--- config.mk ---
export PLATFORM = sky130hd
export DESIGN_NAME = uart_frame_find_validate
export DESIGN_NICKNAME = d
export VERILOG_FILES = /design/src/hdl/uffv_pkg.sv /design/src/hdl/uart_frame_find_validate.sv /design/src/hdl/uffv_core.sv /design/src/hdl/uffv_out_buf.sv
export SDC_FILE = /design/constraint.sdc
export NUM_CORES = 1
export LEC_CHECK = 0
export BUFFER_PORTS_ARGS = -buffer_cell sky130_fd_sc_hd__buf_2
export CORE_MARGIN = 2
export CORE_UTILIZATION = 38
export CTS_CLUSTER_SIZE = 28
export DETAILED_ROUTE_END_ITERATION = 10
export GPL_TIMING_DRIVEN = 0
export HOLD_SLACK_MARGIN = 0.1
export PLACE_DENSITY = 0.58
export SETUP_SLACK_MARGIN = 0.1
export SLEW_MARGIN = 20
export SYNTH_ARGS = -nofsm -noshare
export SYNTH_HDL_FRONTEND = slang
export SYNTH_SLANG_ARGS = --single-unit
--- constraint.sdc ---
create_clock -name clk -period 9.8 [get_ports clk]
set_input_delay 2.94 -clock clk [delete_from_list [all_inputs] [get_ports clk]]
set_output_delay 2.94 -clock clk [all_outputs]
set_load 0.05 [all_outputs]
--- src/hdl/uffv_pkg.sv ---
// Shared types and constants for the UART frame finder and validator.
// Holds the transaction structs, status codes and register indexes.
// No dependencies; compiled first.
`default_nettype none

package uffv_pkg;

  // Search span default: number of start offsets tried for the header.
  localparam int SEARCH_SPAN_DEF = 4;

  // Field widths.
  localparam int BYTE_W   = 8;
  localparam int POS_W    = 9;
  localparam int OFFSET_W = 2;
  localparam int INDEX_W  = 2;

  // Header is three bytes long; checksum is seeded with length minus two.
  localparam logic [POS_W-1:0]  HDR_LEN  = 9'd3;
  localparam logic [POS_W-1:0]  POS_MAX  = 9'd511;
  localparam logic [BYTE_W-1:0] SUM_BIAS = 8'd2;

  // Configuration register indexes.
  localparam logic [INDEX_W-1:0] REG_CHANNEL     = 2'd0;
  localparam logic [INDEX_W-1:0] REG_SYNC_FIRST  = 2'd1;
  localparam logic [INDEX_W-1:0] REG_SYNC_SECOND = 2'd2;

  // Result status codes.
  typedef enum logic [1:0] {
    ST_OK        = 2'd0,
    ST_NO_HEADER = 2'd1,
    ST_TRUNCATED = 2'd2,
    ST_BAD_SUM   = 2'd3
  } status_t;

  // One received byte.
  typedef struct packed {
    logic [BYTE_W-1:0] data_byte;
    logic              end_of_buffer;
  } in_item_t;

  // One frame result.
  typedef struct packed {
    status_t             frame_status;
    logic [BYTE_W-1:0]   command_byte;
    logic [BYTE_W-1:0]   frame_length;
    logic [BYTE_W-1:0]   received_sum;
    logic [OFFSET_W-1:0] header_position;
  } out_item_t;

  // Header match values from the configuration registers.
  typedef struct packed {
    logic [BYTE_W-1:0] channel_byte;
    logic [BYTE_W-1:0] sync_first;
    logic [BYTE_W-1:0] sync_second;
  } hdr_cfg_t;

endpackage

`default_nettype wire

--- src/hdl/uart_frame_find_validate.sv ---
// Top level of the UART frame finder and validator.
// Holds the header registers and joins uffv_core to uffv_out_buf.
// Depends on uffv_pkg, uffv_core and uffv_out_buf.
//
//   Channel | Direction | Handshake             | Payload
//   --------+-----------+-----------------------+------------------------
//   in      | input     | in_valid / in_ready   | in_item_t, one byte
//   out     | output    | out_valid / out_ready | out_item_t, one result
//   cfg     | input     | cfg_we, no wait       | cfg_index, cfg_data
//
// Each byte passes through a compare against the header and an 8-bit add.
// A result is registered in the result buffer when the last byte of its buffer is accepted.
// The two-entry result buffer sets the stall: input is held only while
// two results wait at the output.
// Synchronous reset clears all buffer state and the header registers.
`default_nettype none

module uart_frame_find_validate
  import uffv_pkg::*;
#(
  parameter int SEARCH_SPAN = SEARCH_SPAN_DEF
) (
  input  wire logic               clk,
  input  wire logic               rst,
  input  wire logic               in_valid,
  output logic                    in_ready,
  input  wire in_item_t           in_data,
  output logic                    out_valid,
  input  wire logic               out_ready,
  output out_item_t               out_data,
  input  wire logic               cfg_we,
  input  wire logic [INDEX_W-1:0] cfg_index,
  input  wire logic [BYTE_W-1:0]  cfg_data
);

  hdr_cfg_t  hdr_cfg;
  logic      in_fire;
  logic      res_valid;
  out_item_t res_item;
  logic      space;

  // Header match registers; an unused index is ignored.
  always_ff @(posedge clk) begin
    if (rst) begin
      hdr_cfg <= '0;
    end else if (cfg_we) begin
      unique case (cfg_index)
        REG_CHANNEL:     hdr_cfg.channel_byte <= cfg_data;
        REG_SYNC_FIRST:  hdr_cfg.sync_first   <= cfg_data;
        REG_SYNC_SECOND: hdr_cfg.sync_second  <= cfg_data;
        default: ;
      endcase
    end
  end

  assign in_ready = space;
  assign in_fire  = in_valid && in_ready;

  uffv_core #(
    .SEARCH_SPAN (SEARCH_SPAN)
  ) u_core (
    .clk       (clk),
    .rst       (rst),
    .in_fire   (in_fire),
    .in_item   (in_data),
    .hdr_cfg   (hdr_cfg),
    .res_valid (res_valid),
    .res_item  (res_item)
  );

  uffv_out_buf u_out_buf (
    .clk       (clk),
    .rst       (rst),
    .push      (res_valid),
    .push_item (res_item),
    .space     (space),
    .out_valid (out_valid),
    .out_ready (out_ready),
    .out_item  (out_data)
  );

endmodule

`default_nettype wire

--- src/hdl/uffv_core.sv ---
// Frame search and checksum state for one buffer at a time.
// Updates the per-buffer state on each accepted byte and forms the result.
// Depends on uffv_pkg.
`default_nettype none

module uffv_core
  import uffv_pkg::*;
#(
  parameter int SEARCH_SPAN = SEARCH_SPAN_DEF
) (
  input  wire logic      clk,
  input  wire logic      rst,
  input  wire logic      in_fire,
  input  wire in_item_t  in_item,
  input  wire hdr_cfg_t  hdr_cfg,
  output logic           res_valid,
  output out_item_t      res_item
);

  // Per-buffer state.
  logic [POS_W-1:0]    byte_position, byte_position_next;
  logic [23:0]         recent_bytes, recent_bytes_next;
  logic                header_seen, header_seen_next;
  logic [OFFSET_W-1:0] start_offset, start_offset_next;
  logic [BYTE_W-1:0]   length_held, length_held_next;
  logic [BYTE_W-1:0]   command_held, command_held_next;
  logic [BYTE_W-1:0]   running_sum, running_sum_next;
  logic [BYTE_W-1:0]   payload_seen, payload_seen_next;
  logic [BYTE_W-1:0]   checksum_held, checksum_held_next;
  logic                outcome_known, outcome_known_next;
  status_t             outcome_code, outcome_code_next;

  logic [BYTE_W-1:0] b;
  logic              last;
  logic [POS_W-1:0]  pos_off;
  logic              in_span;
  logic              hdr_match;

  assign b    = in_item.data_byte;
  assign last = in_item.end_of_buffer;

  // Header window: offsets 0 to SEARCH_SPAN-1, with the last three bytes matching.
  assign pos_off   = byte_position - HDR_LEN;
  assign in_span   = (byte_position >= HDR_LEN) && (pos_off < POS_W'(SEARCH_SPAN));
  assign hdr_match = in_span &&
                     (recent_bytes[23:16] == hdr_cfg.channel_byte) &&
                     (recent_bytes[15:8]  == hdr_cfg.sync_first) &&
                     (recent_bytes[7:0]   == hdr_cfg.sync_second);

  // Next state and result for the byte at the input.
  always_comb begin
    byte_position_next = byte_position;
    recent_bytes_next  = {recent_bytes[15:0], b};
    header_seen_next   = header_seen;
    start_offset_next  = start_offset;
    length_held_next   = length_held;
    command_held_next  = command_held;
    running_sum_next   = running_sum;
    payload_seen_next  = payload_seen;
    checksum_held_next = checksum_held;
    outcome_known_next = outcome_known;
    outcome_code_next  = outcome_code;

    if (!outcome_known) begin
      if (header_seen) begin
        if (payload_seen < length_held) begin
          if (payload_seen == '0) begin
            command_held_next = b;
          end
          running_sum_next  = running_sum + b;
          payload_seen_next = payload_seen + 8'd1;
        end else begin
          checksum_held_next = b;
          outcome_known_next = 1'b1;
          outcome_code_next  = (running_sum == b) ? ST_OK : ST_BAD_SUM;
        end
      end else if (hdr_match) begin
        header_seen_next  = 1'b1;
        start_offset_next = pos_off[OFFSET_W-1:0];
        length_held_next  = b;
        running_sum_next  = b - SUM_BIAS;
        command_held_next = '0;
        payload_seen_next = '0;
      end
    end

    if (byte_position < POS_MAX) begin
      byte_position_next = byte_position + 9'd1;
    end

    // Result from the updated state.
    if (outcome_known_next) begin
      res_item.frame_status    = outcome_code_next;
      res_item.command_byte    = command_held_next;
      res_item.frame_length    = length_held_next;
      res_item.received_sum    = checksum_held_next;
      res_item.header_position = start_offset_next;
    end else if (header_seen_next) begin
      res_item.frame_status    = ST_TRUNCATED;
      res_item.command_byte    = '0;
      res_item.frame_length    = length_held_next;
      res_item.received_sum    = '0;
      res_item.header_position = start_offset_next;
    end else begin
      res_item.frame_status    = ST_NO_HEADER;
      res_item.command_byte    = '0;
      res_item.frame_length    = '0;
      res_item.received_sum    = '0;
      res_item.header_position = '0;
    end

    // The last byte closes the buffer and clears its state.
    if (last) begin
      byte_position_next = '0;
      recent_bytes_next  = '0;
      header_seen_next   = 1'b0;
      start_offset_next  = '0;
      length_held_next   = '0;
      command_held_next  = '0;
      running_sum_next   = '0;
      payload_seen_next  = '0;
      checksum_held_next = '0;
      outcome_known_next = 1'b0;
      outcome_code_next  = ST_OK;
    end
  end

  assign res_valid = in_fire && last;

  // State registers advance once per accepted byte.
  always_ff @(posedge clk) begin
    if (rst) begin
      byte_position <= '0;
      recent_bytes  <= '0;
      header_seen   <= 1'b0;
      start_offset  <= '0;
      length_held   <= '0;
      command_held  <= '0;
      running_sum   <= '0;
      payload_seen  <= '0;
      checksum_held <= '0;
      outcome_known <= 1'b0;
      outcome_code  <= ST_OK;
    end else if (in_fire) begin
      byte_position <= byte_position_next;
      recent_bytes  <= recent_bytes_next;
      header_seen   <= header_seen_next;
      start_offset  <= start_offset_next;
      length_held   <= length_held_next;
      command_held  <= command_held_next;
      running_sum   <= running_sum_next;
      payload_seen  <= payload_seen_next;
      checksum_held <= checksum_held_next;
      outcome_known <= outcome_known_next;
      outcome_code  <= outcome_code_next;
    end
  end

  // A decision can only follow a found header.
  a_known_needs_header: assert property (@(posedge clk) disable iff (rst)
    outcome_known |-> header_seen)
    else $error("outcome decided without a header");

  // The payload count never passes the frame length.
  a_payload_bounded: assert property (@(posedge clk) disable iff (rst)
    header_seen |-> (payload_seen <= length_held))
    else $error("payload count beyond frame length");

  // The last byte of a buffer restarts the position count.
  a_clear_on_last: assert property (@(posedge clk) disable iff (rst)
    (in_fire && last) |=> (byte_position == '0) && !header_seen)
    else $error("buffer state not cleared after last byte");

endmodule

`default_nettype wire

--- src/hdl/uffv_out_buf.sv ---
// Two-entry result buffer: an output register plus a skid register.
// Lets the input side keep going while a result waits to be taken.
// Depends on uffv_pkg.
`default_nettype none

module uffv_out_buf
  import uffv_pkg::*;
(
  input  wire logic      clk,
  input  wire logic      rst,
  input  wire logic      push,
  input  wire out_item_t push_item,
  output logic           space,
  output logic           out_valid,
  input  wire logic      out_ready,
  output out_item_t      out_item
);

  logic      skid_valid;
  out_item_t skid_item;

  assign space = !skid_valid;

  // Main register drains first; the skid entry moves up behind it.
  always_ff @(posedge clk) begin
    if (rst) begin
      out_valid  <= 1'b0;
      skid_valid <= 1'b0;
    end else if (out_valid && !out_ready) begin
      if (push) begin
        skid_valid <= 1'b1;
        skid_item  <= push_item;
      end
    end else if (skid_valid) begin
      out_valid  <= 1'b1;
      out_item   <= skid_item;
      skid_valid <= push;
      skid_item  <= push_item;
    end else begin
      out_valid <= push;
      out_item  <= push_item;
    end
  end

  // The skid entry is only used behind a full output register.
  a_skid_behind_main: assert property (@(posedge clk) disable iff (rst)
    skid_valid |-> out_valid)
    else $error("skid entry held with empty output register");

  // No result arrives while both entries are full.
  a_no_overflow: assert property (@(posedge clk) disable iff (rst)
    !(push && skid_valid))
    else $error("result pushed into full buffer");

  // A waiting skid entry moves up when the output is taken.
  a_skid_moves_up: assert property (@(posedge clk) disable iff (rst)
    (skid_valid && out_ready) |=> out_valid)
    else $error("skid entry lost on drain");

endmodule

`default_nettype wire

==> flow_summary.json <==
{
  "post_cts_buffers": 0,
  "drt_iter0_markers": 379,
  "yosys.cell_types.count": 61,
  "synthMostInstantiatedCell": "dfxtp_1",
  "drt_wl_total_mm": 18.73,
  "clk_path_buf_depth": 2,
  "clk-insertion-delay-late_ns": 0.43,
  "wl_per_cell_um": 16.97,
  "area_delta_synth_final_pct": 16.15,
  "hold_path.class": "reg -> reg",
  "hpwlAfterDp_mm": 13.56,
  "drv_cap": 0,
  "overflow": 0,
  "ant_nets": 0,
  "place_congestion": 0.8611,
  "syn_inst": 754,
  "worst_r2r_endpoint": "u_out_buf.out_item[27]",
  "r2r-start": "u_core.length_held[7]",
  "p_per_area_mw_per_mm2": 167.3,
  "crit_arrival_ns": 5.10,
  "drc": 0,
  "h-tree-depth": 4,
  "synth.avg_cell_area_um2": 10.11,
  "grt_pass1_wl_mm": 30.28,
  "io-pin-count": 54,
  "ys.flop_type": "dfxtp_1",
  "fin_crit_sh_pct": 50.69,
  "fin_nets": 869,
  "grt_pass1_vias": 5584,
  "hold_buffers": 0,
  "synth_area_leaders": "dfxtp_1 (28%), edfxtp_1 (22%), mux2i_1 (5.1%), nor2_1 (4.7%), xnor2_1 (3.7%)",
  "die_h_um": 145.6,
  "netlist.top_cell.by_area": "dfxtp_1",
  "cp-end-kind": "register",
  "min_from": "u_core.outcome_code[0]",
  "synth_seq_cells": 161,
  "whs_path_depth": 2,
  "grt_max_degree": 29,
  "leakagePower_uw": 0.003263,
  "tns_ns": 0,
  "cts_resized": 0,
  "cts_inserted_buffers": 17,
  "dp.cells": 1072,
  "rrSetupSlack_ns": 6.82,
  "rsz0062_at_grt": "no",
  "finalNonFillerCells": 1104,
  "synth_area_mm2": 0.007622,
  "clock-root-buffer": "clkbuf_16",
  "dieArea_mm2": 0.02121,
  "period_needed_ns": 4.968,
  "clock_sinks": 161,
  "firstDrtPassIters": 5,
  "synthesis.nets": 797,
  "yosysTopAreaCellShare_pct": 27.58,
  "cts_tree": "built",
  "yosys-top-cells-count": "dfxtp_1 (105), nor2_1 (95), edfxtp_1 (56), a21oi_1 (51), mux2i_1 (39)",
  "ir_worst_vdd_v": 0.0001175,
  "ys_seq_area_share_pct": 49.64,
  "max_freq_mhz": 201.3,
  "viasPerCell": 5.227,
  "drv_slew": 0,
  "antenna_found_initial": 0,
  "critPathKind": "in -> reg",
  "fillCellCount": 1924,
  "worst-path-max-fanout": 17,
  "fin_skew_ns": 0.01133,
  "cp-start-kind": "primary input",
  "relSlewSlack_pct": 42.90,
  "setup_viol_count_final": 0,
  "cp.required_ns": 9.93,
  "io_buffers": 52,
  "ys_warn_count": 0,
  "rr_worst_depth": 7,
  "start_util_pct": 38.91,
  "vias": 5771,
  "rows": 51,
  "synth_edf_count": 56,
  "status": "complete, no violations",
  "core-area_mm2": 0.01959,
  "worst_pin_slew_ns": 0.8493,
  "chipWidth_um": 145.6,
  "hold_end": "u_core.outcome_code[0]",
  "clk_pin_slew_ns": 0.06,
  "hold_viol_final": 0,
  "async_flop_share_pct": 0,
  "drive_gt1_share_pct": 15.73,
  "grt_use_total_pct": 18.00,
  "diodes": 0
}
-- worst max-delay path, cell delays in order --
cell	delay (ns)
buf_2	0.12
nor2b_1	0.14
clkbuf_1	0.43
clkbuf_1	0.53
nand3_1	0.22
a21oi_4	0.49
buf_16	0.22
-- metrics by stage --
stage          power [µW]  cell area, µm²  setup WS (ns)  utilization (%)  hold WS, ns
2_1_floorplan       799.1            7622          4.248                -       0.4360
3_3_place_gp        836.8            8214          3.048            41.93       0.4471
3_5_place_dp        838.1            8272          4.417            42.22       0.4480
4_1_cts              1492            8853          4.874            45.19       0.4566
5_1_grt              1527            8853          4.747            45.19       0.4884
6_report             1481            8853          4.832            45.19       0.4592
-- flip-flops by register name (all words and copies together), names as in the netlist, 8 cells and up --
signal                count
u_out_buf.out_item       28
u_out_buf.skid_item      28
hdr_cfg                  24
u_core.recent_bytes      24
u_core.byte_position      9
u_core.checksum_held      8
u_core.command_held       8
u_core.length_held        8
u_core.payload_seen       8
u_core.running_sum        8
-- report_power, final --
part,leakage (µW),internal (µW),switching (µW)
clock network,0.000280,384,274
registers,0.00138,701,7.19
logic,0.00160,33.9,81.6
-- layer usage --
layer / part of all wire, % / global-route usage (%) / vias up / wire length [µm]
met2: 45 / 28.96 / 146 / 8478
met5: 0 / 0 / - / 0
met4: 1.7 / 5.735 / 0 / 326
met3: 4.2 / 3.166 / 22 / 788
li1: - / - / 2884 / -
met1: 49 / 24.73 / 2719 / 9138
-- area by class of cell --
type / instances / area [µm²] / share of cell area [%]
multi-input combinational: 526 / 3575 / 40.38
sequential: 161 / 3784 / 42.74
tap: 265 / 331.6 / 3.745
inverter: 17 / 63.81 / 0.7207
timing repair buffer: 53 / 287.8 / 3.250
buffer: 50 / 230.2 / 2.600
clock buffer: 20 / 446.7 / 5.045
clock inverter: 12 / 135.1 / 1.526
-- worst max path at each step --
stage	slack, ns	start	endpoint	depth (start not counted)
2_1_floorplan	4.25	in_valid	u_out_buf.skid_item[0]	5
3_5_place_dp	4.42	rst	u_out_buf.skid_item[4]	6
3_3_place_gp	3.05	in_valid	u_out_buf.skid_item[13]	6
4_1_cts	4.87	rst	u_out_buf.skid_item[24]	6
6_report	4.83	in_valid	u_out_buf.skid_item[24]	7
5_1_grt	4.75	in_valid	u_out_buf.skid_item[2]	7
-- cells in the final DEF (no fill, tap or decap), types with 3 or more instances in the layout --
master       n
clkinv_4     3
clkbuf_16   17
ha_1        18
a311oi_1     6
buf_1        9
a41oi_1      5
mux2i_1     39
nor3_1      16
and3_1       5
nor3b_1     21
mux2_2      20
nand3b_1     6
nand2b_1    12
o21ai_0     21
a22oi_1     10
a31o_2       9
a21oi_1     50
buf_2       58
o31ai_1     11
nor2b_1      8
xor2_1       7
nor2_1      94
nand2_1     37
clkbuf_1    34
o21a_1       4
nand3_1     10
o2111ai_1    6
o211ai_1     7
edfxtp_1    56
dfxtp_1    105
nand4_1     18
inv_1       17
a22o_1       9
xnor2_1     32
and2_1      11
-- cells by family (layout without fill, tap and decap cells) --
| logic type | after synthesis | in the layout | synth area share, % |
|---|---|---|---|
| simple gates | 253 | 253 | 16.74 |
| flops | 161 | 161 | 49.64 |
| compound gates | 156 | 156 | 13.99 |
| buf+inv | 67 | 152 | 3.857 |
| mux | 59 | 59 | 8.076 |
| xor+xnor | 39 | 39 | 4.481 |
| fa+ha+maj | 19 | 19 | 3.217 |
Power figures use the tool's default switching activity.
